--- src/jse_pkg.sv ---
// shared types, constants and helper functions of the json string escaper
package jse_pkg;

   localparam logic [7:0] CHAR_QUOTE  = 8'h22;
   localparam logic [7:0] CHAR_BSLASH = 8'h5c;
   localparam logic [7:0] CHAR_U      = 8'h75;
   localparam logic [7:0] CHAR_ZERO   = 8'h30;
   localparam logic [7:0] CHAR_LOW_A  = 8'h61;
   localparam logic [7:0] CTRL_MAX    = 8'h1f;

   localparam logic       ACTION_BYTE = 1'b0;
   localparam logic       ACTION_END  = 1'b1;

   localparam logic       ADD_QUOTES_RESET = 1'b1;

   localparam int QUEUE_DEPTH_DEF = 4;

   // step counter covers the longest run: opening quote plus six-byte escape
   localparam int STEP_W = 3;

   typedef enum logic [1:0] {
      KIND_PLAIN,
      KIND_SHORT,
      KIND_UNICODE,
      KIND_CLOSE
   } kind_type;

   typedef struct packed {
      logic       action;
      logic [7:0] in_byte;
   } req_type;

   typedef struct packed {
      logic [7:0] out_byte;
      logic       run_last;
      logic       string_end;
   } rsp_type;

   // one classified item waiting for the back end
   typedef struct packed {
      logic       lead_quote;
      kind_type   kind;
      logic [7:0] data;
   } desc_type;

   function automatic logic [7:0] hex_digit(input logic [3:0] v);
      logic [7:0] r;
      if (v < 4'd10) begin
         r = CHAR_ZERO + {4'd0, v};
      end else begin
         r = CHAR_LOW_A + {4'd0, v} - 8'd10;
      end
      return r;
   endfunction

   function automatic logic [STEP_W-1:0] body_len(input kind_type k);
      logic [STEP_W-1:0] r;
      case (k)
         KIND_PLAIN:   r = STEP_W'(1);
         KIND_SHORT:   r = STEP_W'(2);
         KIND_UNICODE: r = STEP_W'(6);
         KIND_CLOSE:   r = STEP_W'(1);
         default:      r = STEP_W'(1);
      endcase
      return r;
   endfunction

endpackage

--- src/json_string_escape_top.sv ---
// top level of the json string escaper
//
// Input channel req_*: one item per accepted cycle, either a raw string byte
// (action 0) or an end-of-string mark (action 1). Output channel rsp_*: one
// byte of escaped JSON text per accepted cycle; run_last marks the last byte
// an item causes, string_end marks the closing quote of a string.
// csr_*: one-bit write port for add_quotes (reset 1), always ready; write it
// only while the block is idle.
// An accepted item is written into the queue at the accepting edge; the back end
// reads the queue head combinationally and registers each byte it emits on rsp_*.
// Bytes per item: 1 for a plain byte, 2 for a short escape, 6 for a \u00hh
// escape, one more for an opening quote; the back end's step counter walks
// through them. An end mark in plain mode emits nothing and is not queued
// for the back end.
// The queue lets the front keep accepting items while the back end emits a
// long run; req_stall rises only when the queue is full.
// Reset clears the queue, the string state and the output valid, and sets
// add_quotes. While rsp_stall is high and rsp_valid is set, the output byte
// holds and the back end waits; the front keeps filling the queue.
module json_string_escape_top #(
   parameter int QUEUE_DEPTH = jse_pkg::QUEUE_DEPTH_DEF
) (
   input  logic             clock,
   input  logic             reset,
   input  logic             csr_valid,
   output logic             csr_ready,
   input  logic             csr_wdata,
   input  logic             req_valid,
   output logic             req_stall,
   input  jse_pkg::req_type req_data,
   output logic             rsp_valid,
   input  logic             rsp_stall,
   output jse_pkg::rsp_type rsp_data
);
   import jse_pkg::*;

   logic     q_full, q_push, q_empty, q_pop;
   desc_type q_wdata, q_rdata;

   jse_front u_front (
      .clock     (clock),
      .reset     (reset),
      .csr_valid (csr_valid),
      .csr_ready (csr_ready),
      .csr_wdata (csr_wdata),
      .req_valid (req_valid),
      .req_stall (req_stall),
      .req_data  (req_data),
      .q_full    (q_full),
      .q_push    (q_push),
      .q_wdata   (q_wdata)
   );

   jse_queue #(
      .DEPTH (QUEUE_DEPTH)
   ) u_queue (
      .clock (clock),
      .reset (reset),
      .push  (q_push),
      .wdata (q_wdata),
      .full  (q_full),
      .pop   (q_pop),
      .empty (q_empty),
      .rdata (q_rdata)
   );

   jse_back u_back (
      .clock     (clock),
      .reset     (reset),
      .q_empty   (q_empty),
      .q_rdata   (q_rdata),
      .q_pop     (q_pop),
      .rsp_valid (rsp_valid),
      .rsp_stall (rsp_stall),
      .rsp_data  (rsp_data)
   );

endmodule

--- src/jse_front.sv ---
// front end: holds the quoting register and string state, classifies each item
module jse_front (
   input  logic              clock,
   input  logic              reset,
   input  logic              csr_valid,
   output logic              csr_ready,
   input  logic              csr_wdata,
   input  logic              req_valid,
   output logic              req_stall,
   input  jse_pkg::req_type  req_data,
   input  logic              q_full,
   output logic              q_push,
   output jse_pkg::desc_type q_wdata
);
   import jse_pkg::*;

   logic add_quotes_ff, add_quotes_in;
   logic opened_ff, opened_in;
   logic accept;
   logic [7:0] b;

   assign csr_ready = 1'b1;
   assign req_stall = q_full;
   assign accept    = req_valid && !q_full;
   assign b         = req_data.in_byte;

   always_comb begin
      add_quotes_in = add_quotes_ff;
      if (csr_valid) begin
         add_quotes_in = csr_wdata;
      end
   end

   always_comb begin
      opened_in        = opened_ff;
      q_push           = 1'b0;
      q_wdata.lead_quote = 1'b0;
      q_wdata.kind     = KIND_PLAIN;
      q_wdata.data     = b;
      if (req_data.action == ACTION_BYTE) begin
         q_wdata.lead_quote = add_quotes_ff && !opened_ff;
         case (b)
            CHAR_QUOTE:  begin q_wdata.kind = KIND_SHORT; q_wdata.data = CHAR_QUOTE;  end
            CHAR_BSLASH: begin q_wdata.kind = KIND_SHORT; q_wdata.data = CHAR_BSLASH; end
            8'h08:       begin q_wdata.kind = KIND_SHORT; q_wdata.data = 8'h62; end
            8'h0c:       begin q_wdata.kind = KIND_SHORT; q_wdata.data = 8'h66; end
            8'h0a:       begin q_wdata.kind = KIND_SHORT; q_wdata.data = 8'h6e; end
            8'h0d:       begin q_wdata.kind = KIND_SHORT; q_wdata.data = 8'h72; end
            8'h09:       begin q_wdata.kind = KIND_SHORT; q_wdata.data = 8'h74; end
            default: begin
               if (b <= CTRL_MAX) begin
                  q_wdata.kind = KIND_UNICODE;
               end
            end
         endcase
         q_push = accept;
         if (accept && add_quotes_ff) begin
            opened_in = 1'b1;
         end
      end else begin
         // end mark in plain mode causes nothing downstream
         q_wdata.lead_quote = !opened_ff;
         q_wdata.kind       = KIND_CLOSE;
         q_push             = accept && add_quotes_ff;
         if (accept) begin
            opened_in = 1'b0;
         end
      end
   end

   always_ff @(posedge clock) begin
      if (reset) begin
         add_quotes_ff <= ADD_QUOTES_RESET;
         opened_ff     <= 1'b0;
      end else begin
         add_quotes_ff <= add_quotes_in;
         opened_ff     <= opened_in;
      end
   end

endmodule

--- src/jse_queue.sv ---
// short queue of classified items between front and back end
module jse_queue #(
   parameter int DEPTH = jse_pkg::QUEUE_DEPTH_DEF
) (
   input  logic              clock,
   input  logic              reset,
   input  logic              push,
   input  jse_pkg::desc_type wdata,
   output logic              full,
   input  logic              pop,
   output logic              empty,
   output jse_pkg::desc_type rdata
);
   import jse_pkg::*;

   localparam int PTR_W = (DEPTH > 1) ? $clog2(DEPTH) : 1;
   localparam int CNT_W = $clog2(DEPTH + 1);
   localparam logic [PTR_W-1:0] PTR_LAST = PTR_W'(DEPTH - 1);
   localparam logic [CNT_W-1:0] CNT_FULL = CNT_W'(DEPTH);

   desc_type          mem_ff [DEPTH];
   logic [PTR_W-1:0]  wr_ptr_ff, wr_ptr_in;
   logic [PTR_W-1:0]  rd_ptr_ff, rd_ptr_in;
   logic [CNT_W-1:0]  count_ff, count_in;
   logic              do_push, do_pop;

   assign full    = (count_ff == CNT_FULL);
   assign empty   = (count_ff == '0);
   assign do_push = push && !full;
   assign do_pop  = pop && !empty;
   assign rdata   = mem_ff[rd_ptr_ff];

   always_comb begin
      wr_ptr_in = wr_ptr_ff;
      rd_ptr_in = rd_ptr_ff;
      count_in  = count_ff;
      if (do_push) begin
         wr_ptr_in = (wr_ptr_ff == PTR_LAST) ? '0 : wr_ptr_ff + PTR_W'(1);
      end
      if (do_pop) begin
         rd_ptr_in = (rd_ptr_ff == PTR_LAST) ? '0 : rd_ptr_ff + PTR_W'(1);
      end
      if (do_push && !do_pop) begin
         count_in = count_ff + CNT_W'(1);
      end else if (do_pop && !do_push) begin
         count_in = count_ff - CNT_W'(1);
      end
   end

   always_ff @(posedge clock) begin
      if (do_push) begin
         mem_ff[wr_ptr_ff] <= wdata;
      end
   end

   always_ff @(posedge clock) begin
      if (reset) begin
         wr_ptr_ff <= '0;
         rd_ptr_ff <= '0;
         count_ff  <= '0;
      end else begin
         wr_ptr_ff <= wr_ptr_in;
         rd_ptr_ff <= rd_ptr_in;
         count_ff  <= count_in;
      end
   end

endmodule

--- src/jse_back.sv ---
// back end: steps through each queued item and emits one output byte per cycle while not stalled
module jse_back (
   input  logic              clock,
   input  logic              reset,
   input  logic              q_empty,
   input  jse_pkg::desc_type q_rdata,
   output logic              q_pop,
   output logic              rsp_valid,
   input  logic              rsp_stall,
   output jse_pkg::rsp_type  rsp_data
);
   import jse_pkg::*;

   logic [STEP_W-1:0] step_ff, step_in;
   logic              rsp_valid_ff, rsp_valid_in;
   rsp_type           rsp_ff, rsp_in;
   logic              advance, fire, last;
   logic [STEP_W-1:0] total, j;
   logic [7:0]        out_b;

   assign rsp_valid = rsp_valid_ff;
   assign rsp_data  = rsp_ff;

   assign advance = !rsp_valid_ff || !rsp_stall;
   assign fire    = advance && !q_empty;
   assign total   = body_len(q_rdata.kind) + STEP_W'(q_rdata.lead_quote);
   assign last    = (step_ff == total - STEP_W'(1));
   assign j       = step_ff - STEP_W'(q_rdata.lead_quote);
   assign q_pop   = fire && last;

   always_comb begin
      out_b = q_rdata.data;
      if (q_rdata.lead_quote && step_ff == '0) begin
         out_b = CHAR_QUOTE;
      end else begin
         case (q_rdata.kind)
            KIND_PLAIN: out_b = q_rdata.data;
            KIND_SHORT: out_b = (j == '0) ? CHAR_BSLASH : q_rdata.data;
            KIND_UNICODE: begin
               case (j)
                  STEP_W'(0): out_b = CHAR_BSLASH;
                  STEP_W'(1): out_b = CHAR_U;
                  STEP_W'(2): out_b = CHAR_ZERO;
                  STEP_W'(3): out_b = CHAR_ZERO;
                  STEP_W'(4): out_b = hex_digit(q_rdata.data[7:4]);
                  default:    out_b = hex_digit(q_rdata.data[3:0]);
               endcase
            end
            KIND_CLOSE: out_b = CHAR_QUOTE;
            default:    out_b = q_rdata.data;
         endcase
      end
   end

   always_comb begin
      step_in      = step_ff;
      rsp_valid_in = rsp_valid_ff;
      rsp_in       = rsp_ff;
      if (fire) begin
         rsp_valid_in        = 1'b1;
         rsp_in.out_byte     = out_b;
         rsp_in.run_last     = last;
         rsp_in.string_end   = last && (q_rdata.kind == KIND_CLOSE);
         step_in             = last ? '0 : step_ff + STEP_W'(1);
      end else if (advance) begin
         rsp_valid_in = 1'b0;
      end
   end

   always_ff @(posedge clock) begin
      rsp_ff <= rsp_in;
   end

   always_ff @(posedge clock) begin
      if (reset) begin
         step_ff      <= '0;
         rsp_valid_ff <= 1'b0;
      end else begin
         step_ff      <= step_in;
         rsp_valid_ff <= rsp_valid_in;
      end
   end

endmodule

--- config.mk ---
export PLATFORM = sky130hd
export DESIGN_NAME = json_string_escape_top
export DESIGN_NICKNAME = d
export VERILOG_FILES = /design/src/jse_pkg.sv /design/src/json_string_escape_top.sv /design/src/jse_front.sv /design/src/jse_queue.sv /design/src/jse_back.sv
export SDC_FILE = /design/constraint.sdc
export NUM_CORES = 1
export LEC_CHECK = 0
export BUFFER_PORTS_ARGS = -buffer_cell sky130_fd_sc_hd__buf_2
export CAP_MARGIN = 20
export CORE_ASPECT_RATIO = 1.1
export CORE_MARGIN = 3
export CORE_UTILIZATION = 35
export DETAILED_ROUTE_END_ITERATION = 12
export PLACE_DENSITY = 0.52
export SLEW_MARGIN = 30
export SYNTH_ARGS = -nofsm -noshare
export SYNTH_HDL_FRONTEND = slang
export SYNTH_SLANG_ARGS = --single-unit
export TNS_END_PERCENT = 30
--- constraint.sdc ---
create_clock -name clock -period 3.9 [get_ports clock]
set_input_delay 0.78 -clock clock [delete_from_list [all_inputs] [get_ports clock]]
set_output_delay 0.78 -clock clock [all_outputs]
set_load 0.01 [all_outputs]
; ---- Word level (Yosys, flattened, before mapping)
; Memory sizes are Yosys's and may differ from the RTL's. A register that Yosys moved wholly into a read port is not among the register bits.
; Cells that the tools add are included.
[totals]
register_bits = 23
ram_bits = 44
input_bits = 15
out_inout_bits = 13
elab_cells = 103
n_memories = 1
[memory_table]
columns = memory, depth, width, rd, rd_ports_with_merged_regs, write_ports, line
row1 = u_queue.mem_ff, 4, 11, 1, 1, 1, jse_queue.sv:21  ; desc_type mem_ff [DEPTH];
[op_classes]
n_addsub = 14
magnitude_cmp = 3
eq_ne = 19
muxes = 26
n_reduce_logical = 30
[ops]
columns = cell, n
row1 = $pmux 8 s4, 2
row2 = $pmux 8 s7, 1
row3 = $eq 8x4->1 const B, 5
row4 = $mux 8, 4
row5 = $add 7x4->8 const A, 2
row6 = $sub 8x4->8 const B, 2
row7 = $add 6x4->7 const A, 2
row8 = $mux 2, 6
row9 = $mux 3, 4
row10 = $logic_and 1x1->1, 11
row11 = $logic_not 3->1, 3
row12 = $pmux 3 s3, 1
row13 = $eq 2x2->1 const B, 4
row14 = $eq 8x6->1 const B, 1
row15 = $eq 8x7->1 const B, 1
row16 = $le 8x5->1 const B, 1
row17 = $lt 4x4->1 const B, 2
row18 = $mux 1, 8
row19 = $logic_not 1->1, 7
row20 = $reduce_or 7->1, 1
row21 = $add 3x1->3 const B, 2
row22 = $eq 3x2->1 const B, 2
row23 = $eq 3x3->1 const B, 2
row24 = $reduce_bool 2->1, 3
row25 = 12 further kinds, 15

; ---- Depth between registers and ports, before layout
; Gate-level depths: netlist of the first run.
[logic_depth]
word_depth = 11
mapped_depth = 15
ltp_nobuf = 14

; ---- By module
; From an unflattened synthesis of the first run, not the netlist that was laid out.
[unflattened]
cells_unflattened = 287
area_unflattened_um2 = 3564.7
[by_module_without_submodules]
columns = module, n_inst, cells_each, area_per_inst_um2, seq_area_each_um2
row1 = jse_queue, 1, 107, 2073.2, 1501.4
row2 = jse_back, 1, 128, 1104.8, 380.4
row3 = jse_front, 1, 52, 386.6, 40.0

; ---- Worst setup path after synthesis of the first run
; No wires, ideal clock.
[synth_timing]
path_type = reg-to-reg
startpoint = reg with a tool-made name
endpoint = reg u_queue.count_ff[2]
setup_time_ns = 0.071
t_arrival_ns = 3.435
required_ns = 3.829
slack_ns = 0.394
path_stages_with_launch = 16
path_buffers = 1
period_less_slack_ns = 3.506
path_cell_list = dfxtp_1 > buf_4 > mux4_2 > inv_1 > ha_1 > nor2b_1 > and4b_1 > nor4_4 > a21oi_2 > inv_1 > ha_1 > inv_1 > fa_1 > xor2_1 > or3_1 > a21oi_1
[synth_rtl]
columns = element, line
row1 = "end signal, assigned", jse_queue.sv:64  ; count_ff <= count_in;
row2 = "end, declared", jse_queue.sv:24  ; logic [CNT_W-1:0] count_ff, count_in;

==> results of run 1 <==
cell usage in the layout, fill, tap and decap left out, drive strengths merged, types with 5 or more instances in the layout:
master  count
edfxtp     54
buf        29
inv        22
nor2       21
nand2      19
a21oi      17
ha         16
dfxtp      15
mux4       10
o21ai      10
clkbuf      9
and2        8
nor2b       7
mux2i       7
nor3        6
nand4       6
nand2b      5
or3         5
and4b       5
registers in the layout (all words and copies together) (netlist names), named ones only:
register	flops
u_queue.wr_ptr_ff	2
u_back.step_ff	3
u_front.opened_ff	1
u_queue.count_ff	3
u_queue.mem_ff	44
u_back.rsp_data	10
u_front.add_quotes_ff	1
u_queue.rd_ptr_ff	2
u_back.rsp_valid	1
cells in the mapped netlist, drive strengths merged (6+ instances only):
library cell	count
edfxtp	54
inv	21
nor2	21
nand2	19
a21oi	17
ha	16
dfxtp	15
mux4	10
o21ai	10
and2	8
clkbuf	7
mux2i	7
nor2b	7
nand4	6
nor3	6
area by class of cell:
cell class / count / area, µm²
clock buffer: 9 / 124
clock inverter: 6 / 111
fill: 976 / 5880
inverter: 21 / 78.8
multi-input combinational: 204 / 1590
sequential: 69 / 1920
tap: 140 / 175
timing repair buffer: 29 / 153
metal layers:
metal / GRT usage, % / share of wire [%] / vias up
li1: - / - / 1206
met3: 3.51 / 4.0 / 14
met4: 6.39 / 2.8 / 0
met2: 21.6 / 49 / 60
met5: 0 / 0 / -
met1: 16.6 / 44 / 1130
timing repair:
item                                    4_1_cts  5_1_grt
endpoints found under the hold margin         0        0
gates resized for setup                       0        1
endpoints found under the setup margin        0        1
hold buffers                                  0        0
power groups by stage:
| stage | logic (mW) | clock network (mW) | registers (mW) |
|---|---|---|---|
| after CTS | 1.08 | 0.713 | 1.04 |
| after global routing | 1.20 | 0.747 | 1.05 |
| final | 1.07 | 0.690 | 1.03 |
| after detailed placement | 1.07 | 0 | 1.05 |
| after global placement | 1.06 | 0 | 1.05 |
| after floorplan | 0.787 | 0 | 1.07 |
worst max path at each step:
stage	to	slack, ns	cells past startpoint
2_1_floorplan	u_queue.count_ff[2]$_SDFFE_PP0P_	0.39	15
3_3_place_gp	u_queue.count_ff[2]$_SDFFE_PP0P_	0.33	14
3_5_place_dp	u_queue.count_ff[2]$_SDFFE_PP0P_	0.20	14
4_1_cts	u_queue.count_ff[2]$_SDFFE_PP0P_	0.17	14
5_1_grt	u_queue.count_ff[2]$_SDFFE_PP0P_	0.05	14
6_report	u_queue.count_ff[2]$_SDFFE_PP0P_	0.32	14
cells by family (layout without fill, tap and decap cells):
logic type               count (synthesis)  after routing  share of synthesized area (%)
AND/OR/NAND/NOR                        104            104                           16.9
buffers and inverters                   32             65                           3.74
AO/OA/AOI/OAI                           59             59                           10.9
adder cells (fa/ha/maj)                 17             17                           6.04
flip-flops                              69             69                           52.7
XOR/XNOR                                 5              5                           1.20
other                                    1              1                          0.103
multiplexers                            18             18                           8.50
worst min-delay path, delay by kind of cell (launching register included):
| kind | cells | cell delay, ns |
|---|---|---|
| DFF | 1 | 0.32 |
| and+or+nand+nor | 1 | 0.06 |
| AOI/OAI and AO/OA | 1 | 0.05 |
==> qor.yml, run 1 <==
r2r-end: "u_queue.count_ff[2]$_SDFFE_PP0P_"
crit_arrival_ns: 3.85
synth_seq_cells: 69
required_ns: 4.17
h-tree-depth: 3
sequentialPowerShare_pct: 37.0
fin_cells: 478
cts_setup_buffers: 0
grt_max_degree: 14
place_worst_setup_slack_ns: 0.203
p_total_mw: 2.80
diodes: 0
viasPerCell: 5.04
clk_latency_ns: 0.34
fin_hold_ws_ns: 0.475
setup_slack_ns: 0.321
status: "finished clean"
vias: 2410
yosysSeqAreaShare_pct: 52.7
synthCells: 305
critPathMaxFanout: 5
crit_slowest_cell: "mux4_2"
initial_core_util_pct: 36.4
hold_class: "reg -> reg"
coreArea_mm2: 0.0100
comb_power_share_pct: 38.4
min_period_over_period_pct: 91.8
nets: 366
avgSynthCellArea_um2: 12.0
postLayoutCellArea_mm2: 0.00416
cts.sinks: 69
p_clk_share_pct: 24.7
max_freq_ghz: 0.279
rsz0062_at_grt: "false"
critPathBufInv: 3
syn-cell-area_mm2: 0.00365
cts_tree: "done"
yosysUniqueCellTypes: 59
crit_top_cell: "inv_1"
path_delay_family: "simple AND/OR/NAND/NOR gates"
leakage_nw: 1.51
ys.warnings.count: 0
fin_util_pct: 41.4
yosys.area.top_type: "edfxtp_1"
die-area_mm2: 0.0117
skew_ns: 0.00719
grt_usage_pct: 13.4
synth_fp_nets: 337
p_int_mw: 1.84
grt_pass1_wl_um: 11900
drtAntennaViolNets: 0
cts_buffers: 9
critPathLaunchType: "flop"
antenna_found_initial: 0
synth_top_area_share_pct: 44.4
maxCapViolCount: 0
powerDensity_mw_per_mm2: 673
firstDrtPassIters: 4
drive_gt1_share_pct: 18.9
synth_edf_count: 54
dpl.hpwl_um: 5140
dieHeight_um: 113
slowest_delay_ns: 0.56
drtIter0Drc: 73
tightest_slew_ns: 0.631
die_w_um: 103
critPathCaptureType: "flop"
slew_headroom_pct: 58.0
ff2ff_setup_slack_ns: 0.32
grt_pass1_vias: 2406
routed_wl_um: 7100
dp.cells: 463
syn_to_final_growth_pct: 13.9
final-setup-viol-count: 0
p_sw_share_pct: 34.2
whs_path_depth: 2
synthFlopType: "edfxtp_1"
dpl-instance-area_mm2: 0.00392
drv_slew: 0
io_pins: 28
hold_viol: 0
rows: 38
root_buffer: "clkbuf_8"
gp_congestion: 0.851
r2r_cells: 14
cts_buffer_depth: 2
drc_errors: 0
fin_crit_ns: 3.58
yosys-top-cells-area: "edfxtp_1 44%, dfxtp_1 8.2%, mux4_2 6.2%, ha_1 5.5%, a21oi_1 2.2%"
whs_endpoint: "u_back.rsp_valid$_SDFFE_PP0P_"
overflow: 0
hold_start: "u_back.rsp_valid$_SDFFE_PP0P_"
path_class: "reg -> reg"
async_flop_share_pct: 0
ir_drop_mv: 0.191
clkTransAtPathRegs_ns: 0.07
switchingPower_uw: 957
fin_setup_tns_ns: 0
port_buffers: 26
crit_chain: "mux4_2 > inv_1 > ha_1 > nor2b_1 > and4b_1 > nor4_4 > a21oi_2 > inv_1 > ha_1 > inv_1 > fa_1 > xor2_1 > or3_1 > a21oi_1"
wl_per_cell_um: 14.8
Note: power is estimated with default switching activity, not from simulation.
==> run 2: changes to the inputs <==
Settings changed: PLACE_DENSITY 0.52 to 0.55.
==> qor.yml, run 2 (synthesis results as in run 1) <==
cts_setup_buffers: 0  # unchanged
routed_wl_um: 6960  # -1.9%
firstDrtPassIters: 4  # unchanged
use_met2_pct: 20.5  # -1.0 points
path_class: "reg -> reg"
critPathCaptureType: "flop"
drive_gt1_share_pct: 19.2  # +0.24 points
fin_setup_tns_ns: 0  # unchanged
crit_chain: "mux4_2 > inv_1 > ha_1 > and4b_4 > nor4_4 > a21oi_2 > inv_1 > ha_1 > inv_1 > fa_1 > xor2_1 > or3_1 > a21oi_1"
port_buffers: 26  # unchanged
required_ns: 4.17  # about the same
register_area_mm2: 0.00192  # about the same
leakage_nw: 1.48  # -1.4%
max_freq_ghz: 0.276  # -1.3%
crit_arrival_ns: 3.90  # +0.05 ns
slew_headroom_pct: 42.7  # -15 points
wl_per_cell_um: 14.5  # -2.1%
io_pins: 28  # unchanged
skew_ns: 0.00778  # +0.000587 ns
busiest_layer: "met2"
slowest_delay_ns: 0.57  # about the same
coreArea_mm2: 0.0100  # unchanged
initial_core_util_pct: 36.4  # unchanged
grt_pass1_wl_um: 11700  # -1.7%
largest_register_ffs: 44  # unchanged
fillers: 983  # +0.72%
rsz0062_at_grt: "false"
gp_congestion: 0.871  # +2.4%
status: "finished clean"
viasPerCell: 5.08  # +0.79%
p_total_mw: 2.69  # -3.6%
regMostFlops: "u_queue.mem_ff"
maxCapViolCount: 0  # unchanged
dpl.hpwl_um: 5020  # -2.3%
postLayoutCellArea_mm2: 0.00412  # -0.96%
die_w_um: 103  # unchanged
die-area_mm2: 0.0117  # unchanged
grt_use_met3_pct: 2.84  # -0.68 points
final-setup-viol-count: 0  # unchanged
fin_crit_ns: 3.63  # +0.0476 ns
drc_errors: 0  # unchanged
most-common-layout-cells: "54 x edfxtp_1, 26 x buf_2, 21 x inv_1, 21 x nor2_1, 19 x nand2_1"
root_buffer: "clkbuf_8"
cts_resized: 0  # unchanged
cts_buffers: 9  # unchanged
cts_tree: "done"
diodes: 0  # unchanged
dieHeight_um: 113  # unchanged
overflow: 0  # unchanged
antenna_found_initial: 0  # unchanged
drtAntennaViolNets: 0  # unchanged
grt_pass1_vias: 2387  # -0.79%
hold_viol: 0  # unchanged
min_period_over_period_pct: 93.0  # +1.2 points
cts_buffer_depth: 2  # unchanged
crit_slowest_cell: "mux4_2"
rows: 38  # unchanged
grtUsageMet1_pct: 17.1  # +0.55 points
clk_latency_ns: 0.34  # about the same
tightest_slew_ns: 0.848  # +0.218 ns
vias: 2434  # +1.0%
clkTransAtPathRegs_ns: 0.08  # about the same
multi_input_area_mm2: 0.00159  # unchanged
cts.sinks: 69  # unchanged
drv_slew: 0  # unchanged
grt_max_degree: 14  # unchanged
hold_buffers: 0  # unchanged
powerDensity_mw_per_mm2: 655  # -2.7%
critPathLaunchType: "flop"
drtIter0Drc: 70  # -4.1%
crit_top_cell: "inv_1"
final_common_cell: "edfxtp_1"
critPathMaxFanout: 9  # +4
nets: 366  # unchanged
dpl-instance-area_mm2: 0.00392  # unchanged
h-tree-depth: 3  # unchanged
grt_usage_pct: 12.9  # -0.48 points
hold_class: "reg -> reg"
ir_drop_mv: 0.224  # +17%
syn_to_final_growth_pct: 12.8
==> run 2: final timing paths <==
path	startpoint	endpoint	slack (ns)	cells past startpoint
hold reg to reg	u_back.rsp_valid$_SDFFE_PP0P_	u_back.rsp_valid$_SDFFE_PP0P_	0.47	2
setup / recovery	flop	u_queue.count_ff[2]$_SDFFE_PP0P_	0.27	13
hold / removal	u_back.rsp_valid$_SDFFE_PP0P_	u_back.rsp_valid$_SDFFE_PP0P_	0.47	2
setup reg to reg	flop	u_queue.count_ff[2]$_SDFFE_PP0P_	0.27	13
==> run 2: power by group <==
part | internal, mW | switching (mW)
clock | 0.298 | 0.290
sequential | 0.968 | 0.0620
combinational | 0.449 | 0.629
total | 1.71 | 0.981
==> run 2: layout make-up <==
| class | count | area share, % |
|---|---|---|
| timing repair buffer | 29 | 3.71 |
| sequential | 69 | 46.7 |
| clock inverter | 7 | 1.76 |
| multi-input combinational | 204 | 38.6 |
| inverter | 21 | 1.92 |
| clock buffer | 9 | 3.01 |
| tap | 140 | 4.26 |
==> run 2: stage by stage <==
step	std cells	util (%)	worst slack [ns]	hold slack, ns
final	479	41.0	0.273	0.473
after global routing	479	41.0	0.0243	0.524
after CTS	479	41.0	0.230	0.479
after detailed placement	463	39.1	0.244	0.461
after global placement	463	39.1	0.343	0.453
after floorplan	305	-	0.394	0.461
==> run 2: per-layer routing <==
layer  routed length (µm)  part of all wire [%]
met1                 3260                    47
met2                 3370                    48
met3                  236                   3.4
met4                   92                   1.3
met5                    0                     0
==> run 2: worst max-delay path, delay by kind of cell, from the launching register on <==
kind,cells,cell delay [ns]
buf+inv,3,0.24
compound gates,2,0.28
xor+xnor,1,0.17
flops,1,0.43
mux,1,0.57
simple gates,3,0.94
fa+ha+maj,3,0.93
==> run 3: changes to the inputs <==
Settings changed: BUFFER_PORTS_ARGS -buffer_cell sky130_fd_sc_hd__buf_2 to -buffer_cell sky130_fd_sc_hd__clkbuf_2.
==> qor.yml, run 3 (synthesis results as in run 1) <==
status: "finished clean"
final_common_cell: "edfxtp_1"
viasPerCell: 5.07  # -0.17%
crit_top_cell: "inv_1"
fin_crit_ns: 3.63  # +0.00517 ns
grt_pass1_wl_um: 12000  # +2.1%
die-area_mm2: 0.0117  # unchanged
leakage_nw: 1.49  # +0.13%
clk_latency_ns: 0.34  # about the same
drtAntennaViolNets: 0  # unchanged
fin_setup_tns_ns: 0  # unchanged
critPathMaxFanout: 9  # unchanged
initial_core_util_pct: 36.4  # unchanged
required_ns: 4.16  # about the same
slowest_delay_ns: 0.57  # about the same
rows: 38  # unchanged
regMostFlops: "u_queue.mem_ff"
h-tree-depth: 3  # unchanged
root_buffer: "clkbuf_8"
port_buffers: 26  # unchanged
min_period_over_period_pct: 93.1  # +0.13 points
io_pins: 28  # unchanged
skew_ns: 0.0135  # +0.00569 ns
tightest_slew_ns: 0.742  # -0.106 ns
crit_arrival_ns: 3.90  # about the same
syn_to_final_growth_pct: 12.8  # about the same
clkTransAtPathRegs_ns: 0.08  # about the same
critPathBufInv: 3  # unchanged
critPathCaptureType: "flop"
slew_headroom_pct: 49.9  # +7.2 points
wl_per_cell_um: 15.0  # +2.8%
diodes: 0  # unchanged
antenna_found_initial: 0  # unchanged
ir_drop_mv: 0.191  # -15%
drive_gt1_share_pct: 18.8  # -0.35 points
cts_setup_buffers: 0  # unchanged
overflow: 0  # unchanged
cts_buffer_depth: 2  # unchanged
die_w_um: 103  # unchanged
cts.sinks: 69  # unchanged
firstDrtPassIters: 5  # +1
routed_wl_um: 7180  # +3.1%
hold_viol: 0  # unchanged
drv_slew: 0  # unchanged
largest_register_ffs: 44  # unchanged
cts_resized: 0  # unchanged
path_delay_family: "simple AND/OR/NAND/NOR gates"
cts_tree: "done"
setup_slack_ns: 0.268  # -0.00517 ns
final-setup-viol-count: 0  # unchanged
crit_slowest_cell: "mux4_2"
maxCapViolCount: 0  # unchanged
dpl.hpwl_um: 5140  # +2.4%
path_class: "reg -> reg"
dieHeight_um: 113  # unchanged
coreArea_mm2: 0.0100  # unchanged
crit_chain: "mux4_2 > inv_1 > ha_1 > and4b_4 > nor4_4 > a21oi_2 > inv_1 > ha_1 > inv_1 > fa_1 > xor2_1 > or3_1 > a21oi_1"
hold_buffers: 0  # unchanged
gp_congestion: 0.864  # -0.86%
drc_errors: 0  # unchanged
most-common-layout-cells: "54 x edfxtp_1, 26 x clkbuf_2, 21 x inv_1, 21 x nor2_1, 19 x nand2_1"
drtIter0Drc: 98  # +40%
grt_usage_pct: 13.4  # +0.47 points
fin_hold_ws_ns: 0.484  # +0.0108 ns
hold_class: "reg -> reg"
max_freq_ghz: 0.275  # -0.14%
nets: 367  # +0.27%
powerDensity_mw_per_mm2: 649  # -0.90%
dpl-instance-area_mm2: 0.00393  # +0.19%
hold_start: "u_back.rsp_valid$_SDFFE_PP0P_"
cts_buffers: 9  # unchanged
critPathLaunchType: "flop"
place_worst_setup_slack_ns: 0.271  # +0.0272 ns
grt_pass1_vias: 2384  # -0.13%
postLayoutCellArea_mm2: 0.00412  # about the same
rsz0062_at_grt: "false"
vias: 2435  # +0.041%
grt_max_degree: 14  # unchanged
run 3: cell count changes in the layout (fill, tap and decap cells not counted), sizes merged:
cell,before,now
buf,29,4
clkbuf,9,35
clkinv,2,4
inv,23,21
run 3: metal layers:
layer / global-route usage (%) / vias to the layer above / part of all wire [%]
met1: 16.7 / 1183 / 45
li1: - / 1209 / -
met2: 22.2 / 35 / 50
met5: 0 / - / 0
met4: 4.92 / 0 / 1.7
met3: 3.39 / 8 / 2.6
run 3: cell type report:
| class | instances | area [µm²] |
|---|---|---|
| clock inverter | 7 | 66.3 |
| multi-input combinational | 204 | 1590 |
| inverter | 21 | 78.8 |
| clock buffer | 9 | 124 |
| sequential | 69 | 1920 |
| fill | 975 | 5920 |
| timing repair buffer | 30 | 160 |
| tap | 140 | 175 |
run 3: metrics by stage:
stage               total power, mW  std cells  utilization [%]
global placement               2.12        464             39.1
detailed placement             2.13        464             39.1
floorplan                      1.85        305                -
global route                   2.88        480             41.0
CTS                            2.70        480             41.0
finish                         2.67        480             41.0
run 3: report_power, final:
part	leakage (nW)	total (mW)	internal, mW	switching, mW
logic	0.775	1.08	0.449	0.629
registers	0.622	1.04	0.969	0.0667
clock network	0.0903	0.558	0.291	0.267
run 3: tightest hold or removal path, stage by stage (launching register included):
cell and delay (ns):
dfxtp_1 0.33, nand2_1 0.06, a21oi_1 0.05
run 3: path summary, 6_finish.rpt:
path                                                    endpoint  cells after the start  slack (ns)
worst min-delay path               u_back.rsp_valid$_SDFFE_PP0P_                      2        0.48
worst max register to register  u_queue.count_ff[2]$_SDFFE_PP0P_                     13        0.27
worst max-delay path            u_queue.count_ff[2]$_SDFFE_PP0P_                     13        0.27
worst min register to register     u_back.rsp_valid$_SDFFE_PP0P_                      2        0.48
